===== src/rtl/core/dps_pkg.sv =====
`timescale 1ns / 1ps
package dps_pkg;
  typedef struct packed {
    logic [1:0] kind;
    logic signed [15:0] load_x;
    logic signed [15:0] load_y;
    logic signed [15:0] load_vx;
    logic signed [15:0] load_vy;
    logic signed [15:0] load_vz;
    logic [7:0] load_life;
    logic load_chunk;
    logic solid_answer;
  } in_item_t;

  typedef struct packed {
    logic result_kind;
    logic signed [11:0] query_x;
    logic signed [11:0] query_y;
    logic signed [15:0] pos_x;
    logic signed [15:0] pos_y;
    logic signed [15:0] pos_z;
    logic signed [15:0] vel_x;
    logic signed [15:0] vel_y;
    logic signed [15:0] vel_z;
    logic is_active;
    logic is_grounded;
  } out_item_t;

  localparam logic [1:0] KIND_LOAD = 2'd0;
  localparam logic [1:0] KIND_TICK = 2'd1;
  localparam logic [1:0] KIND_ANSWER = 2'd2;
  localparam logic RES_QUERY = 1'b0;
  localparam logic RES_REPORT = 1'b1;

  typedef enum logic [3:0] {
    ST_IDLE, ST_LOAD, ST_TICK_OFF, ST_REPORT_ONLY, ST_QX, ST_ANS_X, ST_QY, ST_ANS_Y,
    ST_Z, ST_BOUNCE, ST_DRAG, ST_SETTLE, ST_OUT
  } state_t;

  typedef enum logic [3:0] {
    OP_NONE, OP_LOAD, OP_QX, OP_ANS_X, OP_QY, OP_ANS_Y, OP_MOVE_XY, OP_Z,
    OP_BOUNCE, OP_DRAG, OP_SETTLE, OP_REPORT
  } op_t;

  typedef struct packed {
    op_t op;
    logic solid;
  } cmd_t;

  typedef struct packed {
    logic active;
    logic bounce;
  } status_t;
endpackage


===== src/rtl/core/dps_datapath.sv =====
`timescale 1ns / 1ps
module dps_datapath #(
  parameter int FRACTION_BITS = 4
) (
  input  logic clk,
  input  dps_pkg::cmd_t cmd,
  input  dps_pkg::in_item_t load_item,
  input  logic rst_n,
  output dps_pkg::status_t status,
  output dps_pkg::out_item_t result
);
  import dps_pkg::*;

  logic signed [15:0] px_r, py_r, pz_r, vx_r, vy_r, vz_r;
  logic [7:0] life_r, settle_r;
  logic chunk_r, gnd_r, act_r, gnd0_r;
  logic signed [11:0] qx_r, qy_r;
  logic rk_r;

  function automatic logic signed [15:0] damp(input logic signed [15:0] v,
                                              input logic [3:0] n);
    logic [15:0] mag;
    logic [19:0] p;
    logic [15:0] sc;
    begin
      mag = v[15] ? 16'(-v) : v;
      p = 20'(mag) * 20'(n);
      sc = p[19:4];
      damp = v[15] ? 16'(-sc) : sc;
    end
  endfunction

  function automatic logic signed [11:0] cell_of(input logic signed [15:0] v);
    logic signed [15:0] s;
    begin
      s = v >>> FRACTION_BITS;
      cell_of = s[11:0];
    end
  endfunction

  logic signed [15:0] nx, ny, nz, nvz;
  logic [3:0] rest, drag;
  logic signed [15:0] dvx, dvy;
  assign nx = px_r + vx_r;
  assign ny = py_r + vy_r;
  assign nz = pz_r + vz_r;
  assign nvz = vz_r - 16'sd3;
  assign rest = chunk_r ? 4'd11 : 4'd7;
  assign drag = gnd0_r ? (chunk_r ? 4'd13 : 4'd10) : (chunk_r ? 4'd15 : 4'd13);
  assign dvx = damp(vx_r, drag);
  assign dvy = damp(vy_r, drag);

  assign status.active = act_r;
  assign status.bounce = chunk_r && (vz_r < -16'sd10);

  always_ff @(posedge clk) begin
    if (!rst_n) begin
      px_r <= '0; py_r <= '0; pz_r <= '0; vx_r <= '0; vy_r <= '0; vz_r <= '0;
      life_r <= '0; settle_r <= '0; chunk_r <= 1'b0; gnd_r <= 1'b0;
      act_r <= 1'b0; gnd0_r <= 1'b0; qx_r <= '0; qy_r <= '0; rk_r <= RES_REPORT;
    end else begin
      case (cmd.op)
        OP_LOAD: begin
          px_r <= load_item.load_x; py_r <= load_item.load_y; pz_r <= '0;
          vx_r <= load_item.load_vx; vy_r <= load_item.load_vy;
          vz_r <= load_item.load_vz; life_r <= load_item.load_life;
          chunk_r <= load_item.load_chunk; gnd_r <= 1'b0; settle_r <= '0;
          act_r <= 1'b1; rk_r <= RES_REPORT; qx_r <= '0; qy_r <= '0;
        end
        OP_QX: begin
          gnd0_r <= gnd_r; rk_r <= RES_QUERY; qx_r <= cell_of(nx); qy_r <= cell_of(py_r);
        end
        OP_ANS_X: begin
          if (cmd.solid) begin
            vx_r <= 16'(-damp(vx_r, rest));
            qx_r <= cell_of(px_r);
          end else begin
            px_r <= nx;
            qx_r <= cell_of(nx);
          end
          qy_r <= cell_of(ny); rk_r <= RES_QUERY;
        end
        OP_ANS_Y: begin
          if (cmd.solid) vy_r <= 16'(-damp(vy_r, rest));
          else py_r <= ny;
        end
        OP_MOVE_XY: begin
          gnd0_r <= gnd_r; px_r <= nx; py_r <= ny;
        end
        OP_Z: begin
          if (!gnd_r) begin
            if ((nz[15] || nz == 16'sd0) && nvz[15]) begin
              pz_r <= '0;
              vz_r <= nvz;
            end else begin
              pz_r <= nz;
              vz_r <= nvz;
            end
          end
        end
        OP_BOUNCE: begin
          // Runs only when the particle hit the ground while airborne.
          if (chunk_r && vz_r < -16'sd10) begin
            vz_r <= 16'(-damp(vz_r, 4'd5));
            vx_r <= damp(vx_r, 4'd13);
            vy_r <= damp(vy_r, 4'd13);
          end else begin
            vz_r <= '0;
            gnd_r <= 1'b1;
          end
        end
        OP_DRAG: begin
          vx_r <= dvx; vy_r <= dvy;
          if (life_r != 8'd0) life_r <= life_r - 8'd1;
        end
        OP_SETTLE: begin
          if (gnd_r && vx_r > -16'sd2 && vx_r < 16'sd2 && vy_r > -16'sd2
              && vy_r < 16'sd2) begin
            vx_r <= '0; vy_r <= '0;
            if (settle_r != 8'd255) settle_r <= settle_r + 8'd1;
            if (life_r == 8'd0 || settle_r >= 8'd24) act_r <= 1'b0;
          end else begin
            settle_r <= '0;
            if (life_r == 8'd0) act_r <= 1'b0;
          end
        end
        OP_REPORT: begin
          rk_r <= RES_REPORT; qx_r <= '0; qy_r <= '0;
        end
        default: ;
      endcase
    end
  end

  assign result = '{result_kind: rk_r, query_x: qx_r, query_y: qy_r,
                    pos_x: px_r, pos_y: py_r, pos_z: pz_r, vel_x: vx_r, vel_y: vy_r,
                    vel_z: vz_r, is_active: act_r, is_grounded: gnd_r};
endmodule


===== src/rtl/core/dps_ctrl.sv =====
`timescale 1ns / 1ps
module dps_ctrl (
  input  logic clk,
  input  logic rst_n,
  input  logic in_valid,
  output logic in_stall,
  input  dps_pkg::in_item_t in_data,
  output logic out_valid,
  input  logic out_stall,
  input  logic coll_en,
  input  logic z_hit,
  input  dps_pkg::status_t status,
  output dps_pkg::cmd_t cmd
);
  import dps_pkg::*;

  typedef enum logic [1:0] {PH_IDLE, PH_WX, PH_WY} phase_t;
  state_t st_r, st_nxt;
  phase_t ph_r, ph_nxt;
  logic ov_r, ov_nxt, busy;
  logic acc;

  assign busy = (st_r != ST_IDLE);
  assign in_stall = busy || ov_r;
  assign acc = in_valid && !in_stall;
  assign out_valid = ov_r;

  always_ff @(posedge clk) begin
    if (!rst_n) begin
      st_r <= ST_IDLE; ph_r <= PH_IDLE; ov_r <= 1'b0;
    end else begin
      st_r <= st_nxt; ph_r <= ph_nxt; ov_r <= ov_nxt;
    end
  end

  always_comb begin
    st_nxt = st_r; ph_nxt = ph_r; ov_nxt = ov_r && out_stall;
    cmd.op = OP_NONE; cmd.solid = in_data.solid_answer;
    case (st_r)
      ST_IDLE: begin
        if (acc) begin
          case (in_data.kind)
            KIND_LOAD: begin
              cmd.op = OP_LOAD; ph_nxt = PH_IDLE; ov_nxt = 1'b1;
            end
            KIND_TICK: begin
              if (ph_r == PH_IDLE) begin
                if (!status.active) begin
                  cmd.op = OP_REPORT; ov_nxt = 1'b1;
                end else if (coll_en) begin
                  cmd.op = OP_QX; ph_nxt = PH_WX; ov_nxt = 1'b1;
                end else begin
                  cmd.op = OP_MOVE_XY; st_nxt = ST_Z;
                end
              end
            end
            KIND_ANSWER: begin
              if (ph_r == PH_WX) begin
                cmd.op = OP_ANS_X; ph_nxt = PH_WY; ov_nxt = 1'b1;
              end else if (ph_r == PH_WY) begin
                cmd.op = OP_ANS_Y; ph_nxt = PH_IDLE; st_nxt = ST_Z;
              end
            end
            default: ;
          endcase
        end
      end
      ST_Z: begin
        cmd.op = OP_Z; st_nxt = ST_BOUNCE;
      end
      ST_BOUNCE: begin
        if (z_hit) cmd.op = OP_BOUNCE;
        st_nxt = ST_DRAG;
      end
      ST_DRAG: begin
        cmd.op = OP_DRAG; st_nxt = ST_SETTLE;
      end
      ST_SETTLE: begin
        cmd.op = OP_SETTLE; st_nxt = ST_OUT;
      end
      ST_OUT: begin
        cmd.op = OP_REPORT; ov_nxt = 1'b1; st_nxt = ST_IDLE;
      end
      default: st_nxt = ST_IDLE;
    endcase
  end
endmodule


===== src/rtl/core/debris_particle_step_top.sv =====
`timescale 1ns / 1ps
// Debris particle step block.
// Input channel in_valid/in_stall/in_data carries load, tick and solid-answer
// items; the result channel out_valid/out_stall/out_data carries collision
// queries and state reports. Each transfer completes when valid is high and
// stall is low.
// A load, a tick on an inactive particle, and a tick or first answer that
// produces a query give their result in the cycle after the input transfer.
// A tick without collisions, or the second answer, runs the sequence height,
// bounce, drag, settle and report, and then gives its state report.
// Items that give no result are accepted and dropped.
// The result is held in an output register; no new input is taken until it is
// transferred, so a stalled receiver holds off the input side.
// Reset clears the particle to inactive, collisions enabled, and no result.
// cfg_we writes collisions_enabled from cfg_wdata.
module debris_particle_step_top #(
  parameter int FRACTION_BITS = 4
) (
  input  logic clk,
  input  logic rst_n,
  input  logic in_valid,
  output logic in_stall,
  input  dps_pkg::in_item_t in_data,
  output logic out_valid,
  input  logic out_stall,
  output dps_pkg::out_item_t out_data,
  input  logic cfg_we,
  input  logic cfg_wdata
);
  import dps_pkg::*;

  logic coll_en_r, zhit_r;
  cmd_t cmd;
  status_t status;
  out_item_t res;

  always_ff @(posedge clk) begin
    if (!rst_n) coll_en_r <= 1'b1;
    else if (cfg_we) coll_en_r <= cfg_wdata;
  end

  // Ground contact is decided from the state before the height update.
  always_ff @(posedge clk) begin
    if (!rst_n) zhit_r <= 1'b0;
    else zhit_r <= !res.is_grounded && (res.pos_z + res.vel_z <= 16'sd0)
                   && (res.vel_z - 16'sd3 < 16'sd0);
  end

  dps_ctrl u_ctrl (
    .clk(clk), .rst_n(rst_n), .in_valid(in_valid), .in_stall(in_stall),
    .in_data(in_data), .out_valid(out_valid), .out_stall(out_stall),
    .coll_en(coll_en_r), .z_hit(zhit_r), .status(status), .cmd(cmd)
  );

  dps_datapath #(.FRACTION_BITS(FRACTION_BITS)) u_dp (
    .clk(clk), .cmd(cmd), .load_item(in_data), .rst_n(rst_n),
    .status(status), .result(res)
  );

  assign out_data = res;
endmodule


===== config.mk =====
export PLATFORM = sky130hd
export DESIGN_NAME = debris_particle_step_top
export DESIGN_NICKNAME = d
export VERILOG_FILES = /design/src/rtl/core/dps_pkg.sv /design/src/rtl/core/dps_datapath.sv /design/src/rtl/core/dps_ctrl.sv /design/src/rtl/core/debris_particle_step_top.sv
export SDC_FILE = /design/constraint.sdc
export NUM_CORES = 1
export LEC_CHECK = 0
export ABC_AREA = 1
export BUFFER_PORTS_ARGS = -buffer_cell sky130_fd_sc_hd__buf_2
export CORE_MARGIN = 1.5
export CORE_UTILIZATION = 35
export CTS_BUF_LIST = sky130_fd_sc_hd__clkbuf_16
export DETAILED_ROUTE_END_ITERATION = 6
export PLACE_DENSITY = 0.57
export SKIP_LAST_GASP = 1
export SLEW_MARGIN = 20
export SYNTH_ARGS = -nofsm -noshare
export SYNTH_HDL_FRONTEND = slang
export SYNTH_SLANG_ARGS = --single-unit

===== constraint.sdc =====
create_clock -name clk -period 5.59 [get_ports clk]
set_input_delay 0 -clock clk [delete_from_list [all_inputs] [get_ports clk]]
set_output_delay 0 -clock clk [all_outputs]
set_load 0.01 [all_outputs]

==> flow_summary.json <==
{
  "outcome": "completed",
  "rows": 100,
  "areaGrowthSynthToFinish_pct": 19.24,
  "antenna_found_initial": 3,
  "max_freq_mhz": 189.5,
  "drt_iter0_drc": 2459,
  "critPathMaxStageDelay_ps": 420,
  "timing.slew.headroom_pct": 27.73,
  "hold_start": "in_data[36]",
  "cts_root_buf": "clkbuf_16",
  "clkLatencyLatePin_ps": 470,
  "regArea_mm2": 0.003017,
  "period_needed_ps": 5277,
  "viasPerCell": 5.176,
  "hpwlAfterDp_um": 81300,
  "startpoint_type": "register",
  "grt_overflow_total": 0,
  "die_x_um": 276.5,
  "cts.path.max_buffers": 2,
  "yosysUniqueCellTypes": 66,
  "die_area_mm2": 0.07646,
  "syn_area_mm2": 0.02618,
  "nFillCells": 8083,
  "crit_buf_inv": 6,
  "finalCritPeriodShare_pct": 94.40,
  "end_kind": "register",
  "final_nets": 5237,
  "finalWeightedCongestion": 0.9674,
  "synthMuxAreaShare_pct": 0,
  "die_h_um": 276.5,
  "htreeDepth": 4,
  "fp.coreArea_mm2": 0.07420,
  "drive_above_1_share_pct": 13.33,
  "cp.required_ps": 5970,
  "vias": 29740,
  "worstMarginPinSlew_ps": 1083,
  "synth_xor_area_share_pct": 4.334,
  "grt_pass1_vias": 28020,
  "synth_edf_count": 0,
  "slew_violations": 0,
  "grt_first_pass_wirelength_um": 155600,
  "ios": 223,
  "syn-num-nets": 4848,
  "maxCapViolCount": 0,
  "drc_errors": 0,
  "power_density_mw_per_mm2": 355.4,
  "cp-startpoint": "u_dp.vy_r[0]",
  "ys_ff_latch": 150,
  "async_flop_share_pct": 0,
  "synthSimpleGateAreaFrac_pct": 34.22,
  "synth_top_family_by_area": "simple AND/OR/NAND/NOR gates",
  "power_mw": 11.09,
  "avgSynthCellArea_um2": 5.985,
  "cts_tree": "done",
  "drt-wirelength-per-cell_um": 17.26,
  "worst-endpoint-arrival_ps": 5660,
  "ys.flop_type": "dfxtp_1",
  "dp_cells": 5614,
  "cp_top_family": "simple AND/OR/NAND/NOR gates",
  "ir_drop_v": 0.0002711,
  "path_class": "register to register",
  "setup_violations": 0,
  "clock_sinks": 150,
  "skew_ps": 19.92,
  "min_path_type": "input pin to register",
  "port_buffers": 222,
  "start_util_pct": 35.29,
  "clkTransAtPathRegs_ps": 70,
  "grt_max_degree": 69,
  "synth_fa_ha_area_share_pct": 20.73,
  "p_leak_nw": 16.46,
  "drt_pass1_iterations": 7,
  "cp_max_fo": 6,
  "synth_compound_area_share_pct": 16.79,
  "cpMostUsedCell": "nand2_1",
  "multi_input_area_mm2": 0.02033,
  "yosysSeqAreaShare_pct": 11.47,
  "cts_buffers": 17,
  "fin_cells": 5747,
  "critPathSlowestCell": "fa_1",
  "yosys_warnings": 0,
  "synthCells": 4375,
  "regToRegStartpoint": "u_dp.vy_r[0]",
  "hold_viol_final": 0,
  "routed_wl_um": 99200,
  "gr-usage-all-layers_pct": 25.38,
  "ant_nets": 0
}
worst register-to-register path, delay by kind of cell, from the launching register on:
kind | cells | cell delay, ps
simple gates | 22 | 2290
fa+ha+maj | 3 | 930
compound gates | 4 | 710
buf+inv | 6 | 670
flops | 1 | 390
xor+xnor | 1 | 230
state kept, by name (all words and copies together), names as in the netlist:
| register | count |
|---|---|
| u_ctrl.out_valid | 1 |
| u_ctrl.st_r | 4 |
| u_dp.settle_r | 8 |
| zhit_r | 1 |
| u_dp.pz_r | 16 |
| u_dp.vx_r | 16 |
| u_dp.vz_r | 16 |
| u_dp.rk_r | 1 |
| u_dp.py_r | 16 |
| u_dp.act_r | 1 |
| u_dp.qx_r | 12 |
| u_dp.chunk_r | 1 |
| u_dp.gnd0_r | 1 |
| u_dp.qy_r | 12 |
| u_dp.life_r | 8 |
| u_dp.px_r | 16 |
| u_dp.vy_r | 16 |
| u_ctrl.ph_r | 2 |
| coll_en_r | 1 |
| u_dp.gnd_r | 1 |
report_power, final:
part	leakage, nW	total [mW]	switching, mW	internal (mW)
Sequential	1.23	1.37	0.175	1.19
Clock	0.304	1.29	0.569	0.716
Combinational	14.9	8.44	5.57	2.87
Total	16.5	11.1	6.32	4.78
logic make-up (layout without fill, tap and decap cells):
family,count (synthesis),after routing
adders and majority gates,375,375
AOI/OAI and AO/OA,776,776
buffers and inverters,856,1258
DFF,150,150
other,0,1
and+or+nand+nor,2091,2091
xor gates and xnor gates,127,127
stage by stage:
| stage | hold WS, ps | setup slack, ps | setup TNS, ps | utilization, % | cell area (um^2) |
|---|---|---|---|---|---|
| after CTS | 15.81 | 23.46 | 0 | 41.38 | 30700 |
| after detailed placement | 224.2 | -32.52 | -44.07 | 39.35 | 29200 |
| final | 20.66 | 312.9 | 0 | 42.08 | 31220 |
| after global placement | 217.5 | 96.35 | 0 | 39.35 | 29200 |
| after global routing | 19.50 | -44.45 | -211.1 | 42.08 | 31220 |
| after floorplan | 100.4 | 429.4 | 0 | - | 26180 |
repair_timing:
action	in CTS	in global routing
hold buffers	88	0
buffers inserted	0	12
pin swaps	0	14
setup endpoints to repair	2	21
gates cloned	0	0
resized for setup	2	138
hold endpoints to repair	87	0
path summary, 6_finish.rpt:
path,end,slack (ps),cells past startpoint
setup reg to reg,u_dp.vy_r[15],310,36
hold / removal,u_dp.vy_r[10],20,5
setup / recovery,u_dp.vy_r[15],310,36
hold reg to reg,u_dp.qy_r[3],470,2
layer usage:
metal / track usage [%] / part of all wire, % / routed length, um / up-vias
li1: - / - / - / 14950
met1: 34.31 / 46 / 45500 / 13690
met2: 42.65 / 45 / 45050 / 942
met3: 2.831 / 6.0 / 5984 / 159
met4: 6.814 / 2.7 / 2633 / 4
met5: 0 / 0.026 / 26 / -
layout by cell type, fill, tap and decap left out, types with 27 or more instances in the layout:
master,n
nor2_2,45
nand3_1,320
a21oi_1,327
nand4_1,65
nand3b_1,43
or2_2,27
o21ai_0,217
fa_1,98
ha_1,260
xor2_1,83
buf_4,158
nor3_1,43
inv_1,719
dlygate4sd3_1,88
o211ai_1,39
inv_2,30
buf_2,222
xnor2_1,32
nor2_1,373
dfxtp_1,143
nand2_1,1099
o21ai_1,30
cell usage after synthesis, types with 24 or more instances:
library cell / count / share of area (%)
o21ai_0: 232 / 4.4
nand3_1: 321 / 6.1
inv_1: 726 / 10
clkbuf_1: 57 / 0.82
dfxtp_1: 150 / 11
xor2_1: 91 / 3.0
nand2_1: 1118 / 16
a21oi_1: 345 / 6.6
inv_2: 24 / 0.34
nand3b_1: 43 / 1.2
or2_2: 27 / 0.65
nor3_1: 50 / 0.96
o211ai_1: 39 / 1.1
xnor2_1: 33 / 1.1
ha_1: 277 / 13
fa_1: 98 / 7.5
nand4_1: 65 / 1.6
o21bai_1: 25 / 0.72
nor2_1: 402 / 5.8
final cells by class:
| cell class | instances | area share (%) |
|---|---|---|
| Antenna cell | 1 | 0.008015 |
| Tap cell | 969 | 3.883 |
| Inverter | 757 | 9.126 |
| Clock buffer | 17 | 1.363 |
| Clock inverter | 15 | 0.6132 |
| Sequential cell | 150 | 9.663 |
| Timing Repair Buffer | 469 | 10.22 |
| Multi-Input combinational cell | 3369 | 65.13 |
No activity file was read; power rests on OpenSTA's default activity.
